File: src/sv/mmp_pkg.sv
// Shared types, constants and modular helpers for the modular matrix power block.
package mmp_pkg;

    localparam int unsigned ELEM_W = 30;
    localparam int unsigned EXP_W  = 63;
    localparam int unsigned SIZE_W = 4;
    localparam int unsigned STEP_W = 5;
    localparam logic [ELEM_W:0] MODULUS = 31'd1000000007;

    typedef enum logic [3:0] {
        S_LOAD,
        S_INIT,
        S_CHECK,
        S_MM_RD,
        S_MM_START,
        S_MM_WAIT,
        S_CP_RD,
        S_CP_WR,
        S_OUT_RD,
        S_OUT_CAP,
        S_OUT_HOLD
    } state_t;

    function automatic logic [ELEM_W-1:0] mod_fold(input logic [ELEM_W:0] x);
        logic [ELEM_W:0] d;
        begin
            d = x - MODULUS;
            mod_fold = (x >= MODULUS) ? d[ELEM_W-1:0] : x[ELEM_W-1:0];
        end
    endfunction

    function automatic logic [ELEM_W-1:0] mod_add(input logic [ELEM_W-1:0] x,
                                                  input logic [ELEM_W-1:0] y);
        begin
            mod_add = mod_fold({1'b0, x} + {1'b0, y});
        end
    endfunction

endpackage

File: src/sv/mmp_mac.sv
// Bit-serial modular multiply-accumulate: result = (acc + a * b) mod 1000000007.
module mmp_mac (
    input  logic                       clk,
    input  logic                       rst_n,
    input  logic                       start,
    input  logic [mmp_pkg::ELEM_W-1:0] a,
    input  logic [mmp_pkg::ELEM_W-1:0] b,
    input  logic [mmp_pkg::ELEM_W-1:0] acc,
    output logic                       done,
    output logic [mmp_pkg::ELEM_W-1:0] result
);

    logic                       busy_reg;
    logic                       done_reg;
    logic [mmp_pkg::STEP_W-1:0] cnt_reg;
    logic [mmp_pkg::ELEM_W-1:0] r_reg;
    logic [mmp_pkg::ELEM_W-1:0] a_reg;
    logic [mmp_pkg::ELEM_W-1:0] b_reg;
    logic [mmp_pkg::ELEM_W-1:0] acc_reg;
    logic [mmp_pkg::ELEM_W-1:0] dbl;
    logic [mmp_pkg::ELEM_W-1:0] r_next;

    always_comb
    begin
        dbl    = mmp_pkg::mod_fold({r_reg, 1'b0});
        r_next = a_reg[mmp_pkg::ELEM_W-1] ? mmp_pkg::mod_add(dbl, b_reg) : dbl;
    end

    always_ff @(posedge clk or negedge rst_n)
    begin
        if (!rst_n)
        begin
            busy_reg <= 1'b0;
            done_reg <= 1'b0;
            cnt_reg  <= '0;
        end
        else
        begin
            done_reg <= 1'b0;
            if (start)
            begin
                busy_reg <= 1'b1;
                cnt_reg  <= '0;
            end
            else if (busy_reg)
            begin
                if (cnt_reg == mmp_pkg::STEP_W'(mmp_pkg::ELEM_W))
                begin
                    busy_reg <= 1'b0;
                    done_reg <= 1'b1;
                end
                else
                begin
                    cnt_reg <= cnt_reg + 1'b1;
                end
            end
        end
    end

    always_ff @(posedge clk)
    begin
        if (start)
        begin
            r_reg   <= '0;
            a_reg   <= a;
            b_reg   <= b;
            acc_reg <= acc;
        end
        else if (busy_reg)
        begin
            if (cnt_reg == mmp_pkg::STEP_W'(mmp_pkg::ELEM_W))
            begin
                r_reg <= mmp_pkg::mod_add(r_reg, acc_reg);
            end
            else
            begin
                r_reg <= r_next;
                a_reg <= {a_reg[mmp_pkg::ELEM_W-2:0], 1'b0};
            end
        end
    end

    assign done   = done_reg;
    assign result = r_reg;

endmodule

File: config.mk
export PLATFORM = sky130hd
export DESIGN_NAME = mmp_mac
export DESIGN_NICKNAME = d
export VERILOG_FILES = /design/src/sv/mmp_pkg.sv /design/src/sv/mmp_mac.sv
export SDC_FILE = /design/constraint.sdc
export NUM_CORES = 1
export LEC_CHECK = 0
export ABC_CLOCK_PERIOD_IN_PS = 7700
export BUFFER_PORTS_ARGS = -buffer_cell sky130_fd_sc_hd__buf_2
export CORE_AREA = 2 2 196 121
export DETAILED_ROUTE_END_ITERATION = 8
export DIE_AREA = 0 0 198 123
export GPL_TIMING_DRIVEN = 0
export PLACE_DENSITY = 0.69
export SKIP_CTS_REPAIR_TIMING = 1
export SLEW_MARGIN = 25
export SYNTH_ARGS = -nofsm -noshare
export SYNTH_HDL_FRONTEND = slang
export SYNTH_SLANG_ARGS = --single-unit
File: constraint.sdc
create_clock -name clk -period 7.7 [get_ports clk]
set_clock_uncertainty 0.05 [all_clocks]
set_input_delay 1.155 -clock clk [delete_from_list [all_inputs] [get_ports clk]]
set_output_delay 1.155 -clock clk [all_outputs]
set_load 0.005 [all_outputs]
-- Yosys cells after proc, flatten, opt, wreduce, memory -nomap -nowiden
Cells that the tools add are included.
- $add $sub $neg: 6
- magnitude comparators: 3
- equality and inequality tests: 2
- muxes and demuxes: 17
- reductions and logical operators: 2
- operators with widths (kind ; number):
    $mux 30 ; 8
    $ge 31x30->1 const B ; 3
    $sub 30x30->30 const B ; 3
    $add 30x30->31 ; 2
    $mux 5 ; 3
    $mux 1 ; 6
    $add 5x1->5 const B ; 1
    $eq 5x5->1 const B ; 1
    $ne 2x2->1 const B ; 1
    $reduce_and 2->1 ; 1
    $reduce_bool 2->1 ; 1
- register bits after elaboration: 127
- input port bits: 93
- output and inout port bits: 31
- word-level logic and storage cells: 37

-- Longest topological paths before layout
- depth after elaboration: 7
- depth in mapped cells: 27
- mapped depth without buffers: 24

-- Worst setup path before layout
No wires, ideal clock.
- path kind: register to register
- start point: reg r_reg, in the netlist result[2]
- end point: reg r_reg, in the netlist result[15]
- arrival time: 5.749 ns
- data required time: 7.528 ns
- slack: 1.779 ns
- cell stages (with the launch flop): 27
- cells stage by stage: dfxtp_1 -> inv_1 -> ha_1 -> a31oi_1 -> o21ai_0 -> a21oi_1 -> o21ai_0 -> o21a_1 -> clkinv_1 -> clkbuf_1 -> nand2_1 -> xnor2_1 -> ha_1 -> clkbuf_1 -> and2_1 -> or3_1 -> o21ai_1 -> o21ai_0 -> nand3_1 -> or3b_1 -> a211oi_1 -> o2111a_1 -> a21o_1 -> buf_1 -> mux2i_1 -> a21oi_1 -> a221o_1
- word-level cells in the longest chain between the ends: 7
- elaborated cells on any way between the ends: 13
- classes of those cells: add/sub (5); order compare (3); mux (5)
- ends and longest elaborated chain (element ; line ; RTL):
    from (decl) ; mmp_mac.sv:16 ; logic [mmp_pkg::ELEM_W-1:0] r_reg;
    from (signal assigned) ; mmp_mac.sv:73 ; r_reg <= mmp_pkg::mod_add(r_reg, acc_reg);
    from (signal assigned) ; mmp_mac.sv:77 ; r_reg <= r_next;
    $sub 30x30->30 or $ge 31x30->1 (tied branches) ; mmp_pkg.sv:27, mmp_pkg.sv:28 ;
    $mux 30 ; mmp_pkg.sv:28 ; mod_fold = (x >= MODULUS) ? d[ELEM_W-1:0] : x[ELEM_W-1:0];
    $add 30x30->31 ; mmp_pkg.sv:35 ; mod_add = mod_fold({1'b0, x} + {1'b0, y});
    $sub 30x30->30 or $ge 31x30->1 (tied branches) ; mmp_pkg.sv:27, mmp_pkg.sv:28 ;
    $mux 30 ; mmp_pkg.sv:28 ;
    $mux 30 ; mmp_mac.sv:26 ; r_next = a_reg[mmp_pkg::ELEM_W-1] ? mmp_pkg::mod_add(dbl, b_reg) : dbl;
    $mux 30 (*) ; mmp_mac.sv:71 ; if (cnt_reg == mmp_pkg::STEP_W'(mmp_pkg::ELEM_W))
Mark *: on every way between the ends. The rest lies on a longest branch, timed or not.
A chain may end at the register's enable or synchronous reset.

-- Worst setup path in the final report
- start point: reg r_reg, in the netlist result[3]
- end point: reg r_reg, in the netlist result[5]
Same word-level chain as after synthesis.

==> results.toml <==
[synthesis]
syn-instance-count = 1292
yosysWarnings = 0
synth_top_cell_by_area = "edfxtp_1"
synth-seq-area-share = 0.313
synth_area_um2 = 11100
ys.flop_type = "edfxtp_1"
synth.top_cell.area_share = 0.243
synth_edf_count = 90
synth_cell_type_count = 84
async_flop_share = 0.0551
syn_avg_cell_area_um2 = 8.61
syn_nets = 1452
ys_seq_elements = 127
synth_area_leaders = "edfxtp_1, ha_1, dfxtp_1, xnor2_1, a21oi_1"

[global_routing]
grt_max_degree = 62
antenna_found_initial = 0
grt_usage = 0.286
grt_pass1_vias = 9250
grt-ovfl-total = 0
grt_pass1_wl_mm = 52.5

[worst_setup_path]
crit_type = "reg2reg"
critPathMaxStageDelay_ps = 510
slowest_stage = "dfxtp_1"
cp_cell_sequence = "inv_1, ha_1, a31oi_1, o21ai_1, a21oi_1, o21ai_1, o21a_1, clkbuf_1, a31o_2, xnor2_1, ha_1, a21oi_1, o21ai_0, a21oi_1, o21ai_0, nand3_1, or3b_1, a211oi_2, o2111a_1, a21o_1, clkbuf_2, and3_1, o21ai_0, a311oi_2"
cp-end-kind = "flop"
cp-start-kind = "flop"
critPathBufInv = 3
critPathTopFamily = "compound AO/OA/AOI/OAI gates"
worst-path-max-fanout = 10
cp_data_arrival_time_ps = 7710
cp_data_required_time_ps = 7990

[power_and_ir_drop]
p_per_area_nw_per_um2 = 479
netSwitchingFraction = 0.512
p_int_uw = 3000
clkPwrFrac = 0.140
switching_power_uw = 3150
comb_power_share = 0.697
seq_power_share = 0.163
cellLeakagePower_uw = 0.00528
irDropWorstVdd_mv = 0.258

[placement]
place_congestion = 0.936
place_hpwl_mm = 27.6
io_buffers = 123
post-place-ws_ps = -386

[floorplan]
die_area_um2 = 24400
core_um2 = 22700
ios = 124
start_util = 0.491
die_w_um = 198
die_h_um = 123
num_rows = 43

[clock_tree]
root_buffer = "clkbuf_16"
path_clk_slew_ps = 60
cts_sinks = 127
clock_path_buffers = 2
cts_tree = "done"
numCtsBuffers = 17
htree_num_levels = 4
clk_latency_ps = 450

[detailed_routing]
drc = 0
vias = 10977
final_antenna_net_count = 0
drt_pre_antenna_iters = 5
wl_per_cell_um = 20.1
totalWireLength_mm = 35.4
drtIter0Drc = 1277
avgViaCountPerCell = 6.23

[layout]
fillers = 2091
multi_input_area_um2 = 7330
n_antenna_cell = 0
regArea_um2 = 3480
nets = 1595
layout-drive-gt1-share = 0.164
area_delta_synth_final_pct = 15.4

[flow_run]
drv_cap = 0

[sta]
setup_viol = 0
relSlewSlack = 0.319
finalSetupTns_ps = 0
fmax_mhz = 135
rsz0062_at_grt = "yes"
tightest_slew_ps = 1020
worst_slack_ps = 279
post-route-period-util = 0.964
slew_viol_final = 0
fin_crit_ps = 7420
hold_violations = 0

[hold_path]
hold_class = "in2async"

[status]
status = "finished, final reports clean"
kinds of logic after synthesis:
| family | Yosys count | synth area share |
|---|---|---|
| and+or+nand+nor | 446 | 0.197 |
| adders and majority gates | 67 | 0.0767 |
| DFF | 127 | 0.313 |
| xor gates and xnor gates | 89 | 0.0701 |
| muxes | 52 | 0.0509 |
| buffers and inverters | 93 | 0.0338 |
| AOI/OAI and AO/OA | 418 | 0.259 |
cell type report:
type                       instances  share of cell area
inverter                          34             0.00994
timing repair buffer             124              0.0503
buffer                            59              0.0200
multi-input combinational       1072               0.571
clock inverter                    10              0.0105
tap                              315              0.0307
sequential                       127               0.271
clock buffer                      22              0.0369
synthesized netlist by cell type, drive strengths merged (9+ instances only):
library cell / number
nor2: 104
nand2: 114
nor4: 9
a21oi: 95
o31ai: 13
xor2: 30
nand2b: 10
a31oi: 19
and3: 27
or3: 13
and2: 17
dfxtp: 30
edfxtp: 90
nand3: 51
a211oi: 19
nor3: 33
a311oi: 9
xnor2: 59
o211ai: 18
a21o: 35
nand4: 23
clkbuf: 47
a31o: 9
inv: 33
buf: 12
mux2i: 15
ha: 65
o21a: 19
o221ai: 10
a221oi: 9
o21ai: 78
mux2: 37
routing by layer:
layer	global-route usage	wire (um)
met5	0	0
met4	0.0639	414
met3	0.0772	3680
met2	0.374	13700
met1	0.453	17600
cell usage in the layout (no fill, tap or decap), drive strengths merged, types with 13 or more instances in the layout:
cell type	count
buf	134
nand2	114
nor2	104
a21oi	95
edfxtp	90
o21ai	78
clkbuf	71
ha	65
xnor2	59
nand3	51
mux2	37
a21o	35
inv	33
nor3	33
xor2	30
dfxtp	30
and3	27
nand4	23
a31oi	19
o21a	19
a211oi	19
o211ai	18
and2	17
mux2i	15
o31ai	13
or3	13
stage by stage:
stage          utilization  hold WS (ps)  power (uW)  area, um2  std cells
2_1_floorplan            -           439        4100      11100       1292
3_3_place_gp         0.536           477        5050      12100       1730
3_5_place_dp         0.538           483        5110      12200       1731
4_1_cts              0.565           492        5990      12800       1763
5_1_grt              0.567           507        6580      12800       1763
6_report             0.567           496        6150      12800       1763
power groups by stage:
stage / sequential, uW / combinational, uW / clock, uW
floorplan: 957 / 3140 / 0
CTS: 997 / 4130 / 866
global placement: 1010 / 4040 / 0
global route: 1010 / 4680 / 893
detailed placement: 1010 / 4100 / 0
finish: 1000 / 4290 / 861
worst paths after layout:
check,to,slack (ps),cells after the start,start
setup / recovery,result[5],280,24,result[3]
hold / removal,busy_reg,500,1,rst_n
setup reg to reg,result[5],280,24,result[3]
hold reg to reg,a_reg[2],500,1,a_reg[1]
max in group asynchronous,cnt_reg[0],6900,1,rst_n
min in group clk,a_reg[2],500,1,a_reg[1]
Power figures use the tool's default switching activity.
